--- src/pd4_pkg.sv ---
// ----------------------------------------------------------------------------
// pd4_pkg
// Shared widths, register indexes and types of the four-lane point distance
// block.
// ----------------------------------------------------------------------------
package pd4_pkg;

    // coordinate format: signed fixed point, 8 fractional bits
    localparam int COORD_BITS = 16;
    localparam int LANES      = 4;
    localparam int NUM_FIELDS = 4;

    localparam int DIFF_W = COORD_BITS + 1;
    localparam int SQ_W   = 2 * COORD_BITS;
    localparam int ROOT_W = COORD_BITS + 1;
    localparam int SUM_W  = 2 * ROOT_W;
    localparam int REM_W  = ROOT_W + 1;

    // difference, square, sum, then one root digit per stage
    localparam int FRONT_STAGES = 3;
    localparam int LAT          = FRONT_STAGES + ROOT_W;

    localparam int CFG_IDX_W = 2;
    localparam logic [CFG_IDX_W-1:0] CFG_REF_X = CFG_IDX_W'(0);
    localparam logic [CFG_IDX_W-1:0] CFG_REF_Y = CFG_IDX_W'(1);
    localparam logic [CFG_IDX_W-1:0] CFG_REF_Z = CFG_IDX_W'(2);

    typedef struct packed {
        logic signed [COORD_BITS-1:0] x;
        logic signed [COORD_BITS-1:0] y;
        logic signed [COORD_BITS-1:0] z;
    } t_point;

endpackage

--- src/pd4_front.sv ---
// ----------------------------------------------------------------------------
// pd4_front
// Squared distance of one point to the reference: difference, square and
// sum, one register stage each.
// ----------------------------------------------------------------------------
module pd4_front (
    input  logic                         i_clk,
    input  pd4_pkg::t_point              i_ref,
    input  pd4_pkg::t_point              i_pt,
    output logic [pd4_pkg::SUM_W-1:0]    o_sum
);

    logic signed [pd4_pkg::DIFF_W-1:0]   n_dx, n_dy, n_dz;
    logic signed [pd4_pkg::DIFF_W-1:0]   r_dx, r_dy, r_dz;
    logic signed [2*pd4_pkg::DIFF_W-1:0] w_px, w_py, w_pz;
    logic [pd4_pkg::SQ_W-1:0]            r_sqx, r_sqy, r_sqz;
    logic [pd4_pkg::SUM_W-1:0]           r_sum;

    always_comb begin
        n_dx = pd4_pkg::DIFF_W'(i_pt.x) - pd4_pkg::DIFF_W'(i_ref.x);
        n_dy = pd4_pkg::DIFF_W'(i_pt.y) - pd4_pkg::DIFF_W'(i_ref.y);
        n_dz = pd4_pkg::DIFF_W'(i_pt.z) - pd4_pkg::DIFF_W'(i_ref.z);
    end

    // signed squares are never negative and fit in SQ_W bits
    assign w_px = r_dx * r_dx;
    assign w_py = r_dy * r_dy;
    assign w_pz = r_dz * r_dz;

    always_ff @(posedge i_clk) begin
        r_dx  <= n_dx;
        r_dy  <= n_dy;
        r_dz  <= n_dz;
        r_sqx <= w_px[pd4_pkg::SQ_W-1:0];
        r_sqy <= w_py[pd4_pkg::SQ_W-1:0];
        r_sqz <= w_pz[pd4_pkg::SQ_W-1:0];
        r_sum <= pd4_pkg::SUM_W'(r_sqx) + pd4_pkg::SUM_W'(r_sqy)
               + pd4_pkg::SUM_W'(r_sqz);
    end

    assign o_sum = r_sum;

endmodule

--- config.mk ---
export PLATFORM = sky130hd
export DESIGN_NAME = pd4_front
export DESIGN_NICKNAME = d
export VERILOG_FILES = /design/src/pd4_pkg.sv /design/src/pd4_front.sv
export SDC_FILE = /design/constraint.sdc
export NUM_CORES = 2
export LEC_CHECK = 0
export BUFFER_PORTS_ARGS = -buffer_cell sky130_fd_sc_hd__clkbuf_2
export CAP_MARGIN = 20
export CORE_UTILIZATION = 27
export DETAILED_ROUTE_END_ITERATION = 16
export GPL_TIMING_DRIVEN = 0
export PLACE_DENSITY = 0.44
export SLEW_MARGIN = 20
export SYNTH_ARGS = -nofsm -noshare
export SYNTH_HDL_FRONTEND = slang
export SYNTH_SLANG_ARGS = --single-unit
--- constraint.sdc ---
create_clock -name i_clk -period 7.35 [get_ports i_clk]
set_clock_uncertainty 0.15 [all_clocks]
set_input_delay 0.735 -clock i_clk [delete_from_list [all_inputs] [get_ports i_clk]]
set_output_delay 0.735 -clock i_clk [all_outputs]
set_load 0.03 [all_outputs]
==> impl_metrics.ini <==
[run_status]
outcome = finished with violations
violations = design-rule violations

[clock_network]
root_buffer = clkbuf_16
cts_sinks = 178
clock_latency_ns = 0.56
cts.clk_slew.worst_paths_ns = 0.10
postCtsHoldBufs = 0
cts_buffer_depth = 2
cts_tree = yes
cts-buffers-inserted = 17
cts_max_level = 4

[global_routing]
antenna_found_initial = 7
grt_pass1_wl_mm = 148.4
grt_usage_pct = 14.23
grt_max_degree = 23
grt_pass1_vias = 26850
overflow = 0

[synthesis]
yosys_warnings = 0
synth-async-reset-ratio_pct = 0
synth_cell_types = 62
synth_ff_type = dfxtp_1
synthCells = 3839
ys_ff_latch = 178
syn_area_per_cell_um2 = 9.453
synth_area_um2 = 36290
synth_edf_count = 0
ys_seq_area_share_pct = 9.820

[worst_setup_path]
criticalPathCategory = register to register
critPathArrivalTime_ns = 7.33
end_kind = register
critical_path.max_fanout = 10
cp.required_ns = 7.67
critPathLaunchType = register

[placement]
dp_slack_ns = -0.5136
place_hpwl_mm = 78.70
routabilityCongestion = 0.8241
io_buffers = 130

[detailed_routing]
drcViolationCount = 2
wl_met1_mm = 43.18
top_layer = met4
dr_wl_met2_mm = 43.04
drt-initial-drc-count = 1055
wl_per_cell_um = 15.64
met3_wirelength_mm = 2.696
drt-total-wl_mm = 90.33
drt-vias-per-instance = 4.218
vias = 24360
ant_nets = 0
dr.pass1.iters = 11

[cells_and_area]
area_growth_pct = 10.03
layout_common_cells = 1089 x inv_1, 799 x fa_1, 331 x ha_1, 279 x nand2_1, 171 x clkbuf_2
fillers = 14340
nets = 5221
drive_gt1_share_pct = 6.220
final_common_cell = inv_1

[sta]
fin_ws_ns = 0.3406
fin_crit_sh_pct = 95.37
fmax_ghz = 0.1427
tightest_slew_ns = 0.7465
rsz0062_at_grt = false
final_hold_viol_count = 0
final_max_slew_viol_count = 0
min_period_ns = 7.009
relSlewSlack_pct = 50.24
finalSetupViolCount = 0

[floorplan]
die-area_um2 = 135900
num_rows = 134
ios = 131
initial_utilization_pct = 27.19
chipWidth_um = 368.6
core_um2 = 133500
die_y_um = 368.6

[worst_hold_path]
hold_path_class = input pin to register

[flow_run]
maxCapViolCount = 0
[flip-flops by register name, indices dropped and copies added, names as in the netlist]
| register | cells |
|---|---|
| r_dz | 17 |
| r_sqz | 31 |
| r_dy | 17 |
| r_sqy | 31 |
| o_sum | 34 |
| r_sqx | 31 |
| r_dx | 17 |
[per-stage QoR]
stage	cells	utilization (%)	instance area, um^2	hold WS [ns]	setup TNS, ns
2_1_floorplan	3841	-	36300	0.2617	0
3_3_place_gp	5739	29.34	39160	0.4624	-4.523
3_5_place_dp	5739	29.34	39160	0.4706	-4.138
4_1_cts	5771	29.85	39840	0.2535	0
5_1_grt	5771	29.91	39920	0.2894	0
6_report	5775	29.92	39930	0.3054	0
[Yosys cell counts, types with 7 or more instances]
cell type	instances	area, um^2
o21bai_1	16	120.1
a221oi_1	7	61.31
a21boi_1	10	75.07
nor2b_1	58	362.9
or2_2	7	43.79
dfxtp_1	178	3563
and3_1	18	112.6
xor2_1	39	341.6
a211oi_1	13	97.59
o31ai_1	7	52.55
fa_1	803	16080
a31oi_1	12	75.07
nor3_1	43	215.2
o21a_1	25	187.7
o21ai_1	20	100.1
o211ai_1	9	67.56
o21ai_0	36	180.2
clkbuf_1	74	277.8
inv_1	1089	4088
a31o_2	7	61.31
a21o_1	62	465.5
ha_1	331	4141
nor2_1	126	473.0
and2_1	168	1051
nand4_1	8	50.05
nand2_1	279	1047
xnor2_1	152	1331
nand2b_1	26	162.7
nand3_1	41	205.2
or3_1	16	100.1
a21oi_1	87	435.4
[logic make-up after synthesis]
group	count (synthesis)	share of synthesized area, %
flops	178	9.820
buf+inv	1163	12.03
mux	3	0.09309
compound gates	359	6.758
other cells	1	0.01033
xor+xnor	191	4.610
fa+ha+maj	1134	55.71
simple gates	810	10.97
[timing repair]
item                       CTS  global route
resized for setup           26            66
setup endpoints to repair   21            15
setup buffers                1             0
pin swaps                    1             0
[path summary, 6_finish.rpt]
kind,startpoint,to,slack (ns),depth (start not counted)
max reg2reg,r_dz[5],r_sqz[30],0.34,22
min,i_ref[16],r_dy[0],0.31,3
min reg2reg,r_sqx[0],o_sum[0],0.46,3
max,r_dz[5],r_sqz[30],0.34,22
[routing by layer]
layer,GRT usage [%],up-vias
li1,-,11740
met1,19.82,12260
met2,23.55,306
met3,1.583,56
met4,3.232,0
met5,0,-
[area by class of cell]
cell class	instances	area (um^2)	area share (%)
multi-input cells	2500	28410	71.17
inverters	1089	4088	10.24
flip-flops and latches	178	3575	8.953
well taps	1768	2212	5.540
repair buffers	131	658.1	1.648
clock buffers	17	425.4	1.065
plain buffers	73	332.8	0.8336
clock inverters	15	211.5	0.5296
diodes	4	10.01	0.02507
[worst max-delay path, stage by stage, from the launching register on]
cell,delay (ns)
dfxtp_1,0.41
clkbuf_2,0.37
clkbuf_2,0.42
nand2_1,0.12
fa_1,0.56
inv_1,0.07
fa_1,0.50
inv_1,0.06
fa_1,0.53
inv_1,0.05
fa_1,0.41
fa_1,0.51
inv_1,0.05
fa_1,0.47
inv_1,0.04
ha_1,0.35
a21o_1,0.20
a21o_1,0.21
o41a_4,0.50
a211o_1,0.32
a31o_1,0.27
a41oi_2,0.21
xnor2_1,0.14
Power is not shown: default switching activity piles up to over one toggle a cycle in this logic, so the estimate is an artifact.
