==> src/pd4_pkg.sv <==
// ----------------------------------------------------------------------------
// pd4_pkg
// Shared widths, register indexes and types of the four-lane point distance
// block.
// ----------------------------------------------------------------------------
package pd4_pkg;

    // coordinate format: signed fixed point, 8 fractional bits
    localparam int COORD_BITS = 16;
    localparam int LANES      = 4;
    localparam int NUM_FIELDS = 4;

    localparam int DIFF_W = COORD_BITS + 1;
    localparam int SQ_W   = 2 * COORD_BITS;
    localparam int ROOT_W = COORD_BITS + 1;
    localparam int SUM_W  = 2 * ROOT_W;
    localparam int REM_W  = ROOT_W + 1;

    // difference, square, sum, then one root digit per stage
    localparam int FRONT_STAGES = 3;
    localparam int LAT          = FRONT_STAGES + ROOT_W;

    localparam int CFG_IDX_W = 2;
    localparam logic [CFG_IDX_W-1:0] CFG_REF_X = CFG_IDX_W'(0);
    localparam logic [CFG_IDX_W-1:0] CFG_REF_Y = CFG_IDX_W'(1);
    localparam logic [CFG_IDX_W-1:0] CFG_REF_Z = CFG_IDX_W'(2);

    typedef struct packed {
        logic signed [COORD_BITS-1:0] x;
        logic signed [COORD_BITS-1:0] y;
        logic signed [COORD_BITS-1:0] z;
    } t_point;

endpackage

==> src/pd4_isqrt.sv <==
// ----------------------------------------------------------------------------
// pd4_isqrt
// Pipelined floor square root, restoring digit recurrence, one root bit per
// register stage.
// ----------------------------------------------------------------------------
module pd4_isqrt (
    input  logic                          i_clk,
    input  logic [pd4_pkg::SUM_W-1:0]     i_rad,
    output logic [pd4_pkg::ROOT_W-1:0]    o_root
);

    logic [pd4_pkg::SUM_W-1:0]  w_n   [pd4_pkg::ROOT_W+1];
    logic [pd4_pkg::ROOT_W-1:0] w_q   [pd4_pkg::ROOT_W+1];
    logic [pd4_pkg::REM_W-1:0]  w_rem [pd4_pkg::ROOT_W+1];

    assign w_n[0]   = i_rad;
    assign w_q[0]   = '0;
    assign w_rem[0] = '0;

    for (genvar k = 0; k < pd4_pkg::ROOT_W; k++) begin : g_step
        logic [pd4_pkg::REM_W+1:0]  w_cur, w_trial, w_diff;
        logic                       w_ge;
        logic [pd4_pkg::SUM_W-1:0]  r_n;
        logic [pd4_pkg::ROOT_W-1:0] r_q;
        logic [pd4_pkg::REM_W-1:0]  r_rem;

        // bring down the next two radicand bits, try root*4 + 1
        assign w_cur   = {w_rem[k], w_n[k][pd4_pkg::SUM_W-1 -: 2]};
        assign w_trial = {1'b0, w_q[k], 2'b01};
        assign w_ge    = (w_cur >= w_trial);
        assign w_diff  = w_cur - w_trial;

        always_ff @(posedge i_clk) begin
            r_n   <= w_n[k] << 2;
            r_q   <= {w_q[k][pd4_pkg::ROOT_W-2:0], w_ge};
            r_rem <= w_ge ? w_diff[pd4_pkg::REM_W-1:0] : w_cur[pd4_pkg::REM_W-1:0];
        end

        assign w_n[k+1]   = r_n;
        assign w_q[k+1]   = r_q;
        assign w_rem[k+1] = r_rem;
    end

    assign o_root = w_q[pd4_pkg::ROOT_W];

endmodule
==> config.mk <==
export PLATFORM = sky130hd
export DESIGN_NAME = pd4_isqrt
export DESIGN_NICKNAME = d
export VERILOG_FILES = /design/src/pd4_pkg.sv /design/src/pd4_isqrt.sv
export SDC_FILE = /design/constraint.sdc
export NUM_CORES = 1
export LEC_CHECK = 0
export ABC_AREA = 1
export BUFFER_PORTS_ARGS = -buffer_cell sky130_fd_sc_hd__buf_2
export CORE_MARGIN = 1.5
export CORE_UTILIZATION = 55
export CTS_BUF_LIST = sky130_fd_sc_hd__clkbuf_8 sky130_fd_sc_hd__clkbuf_16
export CTS_CLUSTER_SIZE = 12
export DETAILED_ROUTE_END_ITERATION = 8
export MAX_ROUTING_LAYER = met4
export PLACE_DENSITY = 0.71
export SETUP_SLACK_MARGIN = 0.02
export SYNTH_ARGS = -nofsm -noshare
export SYNTH_HDL_FRONTEND = slang
export SYNTH_SLANG_ARGS = --single-unit
==> constraint.sdc <==
create_clock -name i_clk -period 3.95 [get_ports i_clk]
set_input_delay 0 -clock i_clk [delete_from_list [all_inputs] [get_ports i_clk]]
set_output_delay 0 -clock i_clk [all_outputs]
set_load 0.02 [all_outputs]
==> qor.csv <==
stage,metric,value,unit
die,IO Count,52,
logic_synthesis,leading area contributor after synthesis,dfxtp_1,
finish,"commonest non-fill, non-tap cell in the layout",nand2_1,
sta,Final Max Slew Viols,0,
setup_path,worst setup path start,g_step[13].r_q[4]$_DFF_P_,
global_route,GRT overflow,0,
logic_synthesis,Synth Flop Type,dfxtp_1,
cts,Clock Pin Slew Worst Setup and Hold Paths,60,ps
place,DP Wirelength,47200,um
global_route,number of global-route vias before repair,21400,
die,die footprint,0.0538,mm2
power,peak supply drop,0.000454,V
sta,Setup Viol. Count Final,0,
setup_path,Worst Path Arrival,2930,ps
finish,most frequent cells in the layout,"nand2_1 (1020), dfxtp_1 (693), inv_1 (557)",
place,gpl congestion,0.939,
sta,Rel. slew slack,51.3,%
finish,layout cells sized above 1,8.52,%
cts,CTS tree,yes,
drt,DR vias/cell,4.99,
cts,Bufs on Longest Clock Path,3,
finish,Final Cell Area,0.0325,mm2
die,core footprint,0.0516,mm2
outcome,status,finished clean,
setup_path,CP Data Required Time,4510,ps
cts,Max H-tree Level,3,
place,Place WS,1610,ps
global_route,global-route wire length before repair,103000,um
logic_synthesis,register bit count reported by yosys,693,
logic_synthesis,Syn Nets,3841,
drt,router iterations before antenna repair,5,
setup_path,Startpoint Class,flop,
place,IO buf count,51,
drt,remaining antenna violation count after routing,0,
setup_path,WS Path Type,reg2reg,
global_route,initial antenna violation count,0,
logic_synthesis,post-synthesis cell count,3635,
sta,RSZ-0062 raised after global routing,false,
logic_synthesis,Netlist cell types,45,
sta,Fmax achieved,0.421,GHz
sta,setup_tns,0,ps
worst_hold_path,worst hold path class,in2reg,
setup_path,critical path peak fanout,25,
worst_hold_path,hold path start,i_rad[17],
die,initial core utilization,55.9,%
logic_synthesis,Avg Inst Size Synth,7.93,um2
setup_path,Crit. End Element,flop,
cts,CTS Buf Count,73,
global_route,largest net degree at the start of global routing,26,
cts,Skew-Pair Late Insertion Delay,630,ps
logic_synthesis,asr flop ratio synth,0,%
drt,Routed WL,62500,um
cts,Resize count post-CTS,0,
place,Area after DPL,0.0297,mm2
global_route,Total GRT Usage,24.5,%
cts,Sink Count,693,
finish,Final Core Density,63.0,%
finish,Syn-to-layout area delta,12.8,%
logic_synthesis,register area share after synthesis,48.1,%
cts,clk root buf,clkbuf_16,
power,P_leak,16.9,nW
logic_synthesis,synth top area cells,"dfxtp_1 (48%), nand2_1 (13%), ha_1 (7.4%), inv_1 (7.1%), nand3_1 (4.0%)",
power,PD cells,664,mW/mm2
drt,number of remaining DRC errors,0,
die,Die X-Extent,232,um
sta,Hold Worst Slack,18.4,ps
sta,fin crit share,60.2,%
die,chip height,232,um
sta,Tmin final,2380,ps
sta,Hold Fails Final Rpt,0,
logic_synthesis,number of flops mapped to enable cells by yosys,0,
sta,Slew @ Worst Pin,728,ps
setup_path,R2R Path Start,g_step[13].r_q[4]$_DFF_P_,
die,row count,83,
logic_synthesis,share of the synthesized area in the top cell type,48.1,%
run,max cap viols,0,
finish,# diodes,0,
drt,drt first-iter violations,1437,
logic_synthesis,Post-Syn Area,0.0288,mm2
finish,Nets,3996,
finish,Fill cells,4506,
drt,vias,22500,
sta,clock skew,32.2,ps
sta,setup ws final,1570,ps
drt,WL per Instance,13.9,um
logic_synthesis,Ys Warns,0,
-- where the power goes --
group | total, mW | internal, mW | leakage (nW) | switching [mW]
Clock | 6.53 | 3.78 | 1.16 | 2.75
Sequential | 9.22 | 8.32 | 5.80 | 0.896
Combinational | 5.87 | 2.15 | 9.98 | 3.71
Total | 21.6 | 14.3 | 16.9 | 7.36
-- logic make-up (layout without fill, tap and decap cells) --
logic type      count (synthesis)  in the layout  share of synthesized area, %
simple gates                 1728           1728                          25.7
flops                         693            693                          48.1
buf+inv                       588            780                          8.29
compound gates                351            351                          7.29
fa+ha+maj                     171            171                          7.42
xor+xnor                      103            103                          3.13
other cells                     1              1                        0.0130
-- routing by layer --
metal | share of wire, % | GRT usage [%]
met2 | 49 | 42.1
met3 | 5.0 | 3.38
met5 | 0 | -
met4 | 2.5 | 8.46
met1 | 44 | 29.4
-- critical path, stage by stage (launching register included) --
cell     delay [ps]
dfxtp_1         370
inv_1            60
ha_1            360
nand2_2         110
inv_1            50
a21oi_2         170
nand2_1         150
nand2_2         130
nand2_2          80
nor2_4          550
nand2_1         160
o21ai_2         100
-- registers in the layout (all words and copies together), names as in the netlist --
register / count
g_step.r_n: 272
g_step.r_q: 136
g_step.r_rem: 268
o_root: 17
-- timing repair --
action,in CTS,in global routing
setup buffers,0,0
endpoints found under the hold margin,35,1
hold buffers,54,1
-- cell type report --
| class | count | area, um2 | share of cell area (%) |
|---|---|---|---|
| Inverter | 560 | 2110 | 6.49 |
| Tap cell | 680 | 851 | 2.62 |
| Clock inverter | 32 | 380 | 1.17 |
| Multi-Input combinational cell | 2354 | 12600 | 38.6 |
| Sequential cell | 693 | 13900 | 42.6 |
| Timing Repair Buffer | 108 | 821 | 2.52 |
| Clock buffer | 80 | 1920 | 5.91 |
-- synth_stat cells, types with 5 or more instances --
cell / count
nand2_4: 5
xnor2_1: 47
nand3b_1: 33
o21ai_2: 43
ha_1: 171
nand3_1: 229
dfxtp_1: 693
a21oi_2: 34
nand2_1: 1020
o21ai_1: 16
nor2_4: 6
inv_1: 545
nor2_2: 20
buf_6: 19
nor3_1: 32
nand3_2: 8
a21oi_1: 150
o21ai_0: 89
nand4_1: 56
buf_2: 5
or2_2: 5
nand2_2: 32
nor2_1: 268
xor2_1: 56
inv_2: 10
-- stage by stage --
| step | power (mW) | instances |
|---|---|---|
| finish | 21.6 | 4507 |
| floorplan | 13.6 | 3635 |
| global placement | 15.1 | 4340 |
| detailed placement | 15.1 | 4340 |
| CTS | 21.8 | 4506 |
| global route | 23.1 | 4507 |
-- final timing paths --
path / endpoint / slack, ps / cells after the start
setup / recovery: g_step[14].r_rem[3]$_DFF_P_ / 1570 / 11
setup reg to reg: g_step[14].r_rem[3]$_DFF_P_ / 1570 / 11
hold / removal: g_step[0].r_n[19]$_DFF_P_ / 20 / 2
hold reg to reg: g_step[6].r_n[22]$_DFF_P_ / 320 / 0
Power figures use the tool's default switching activity.
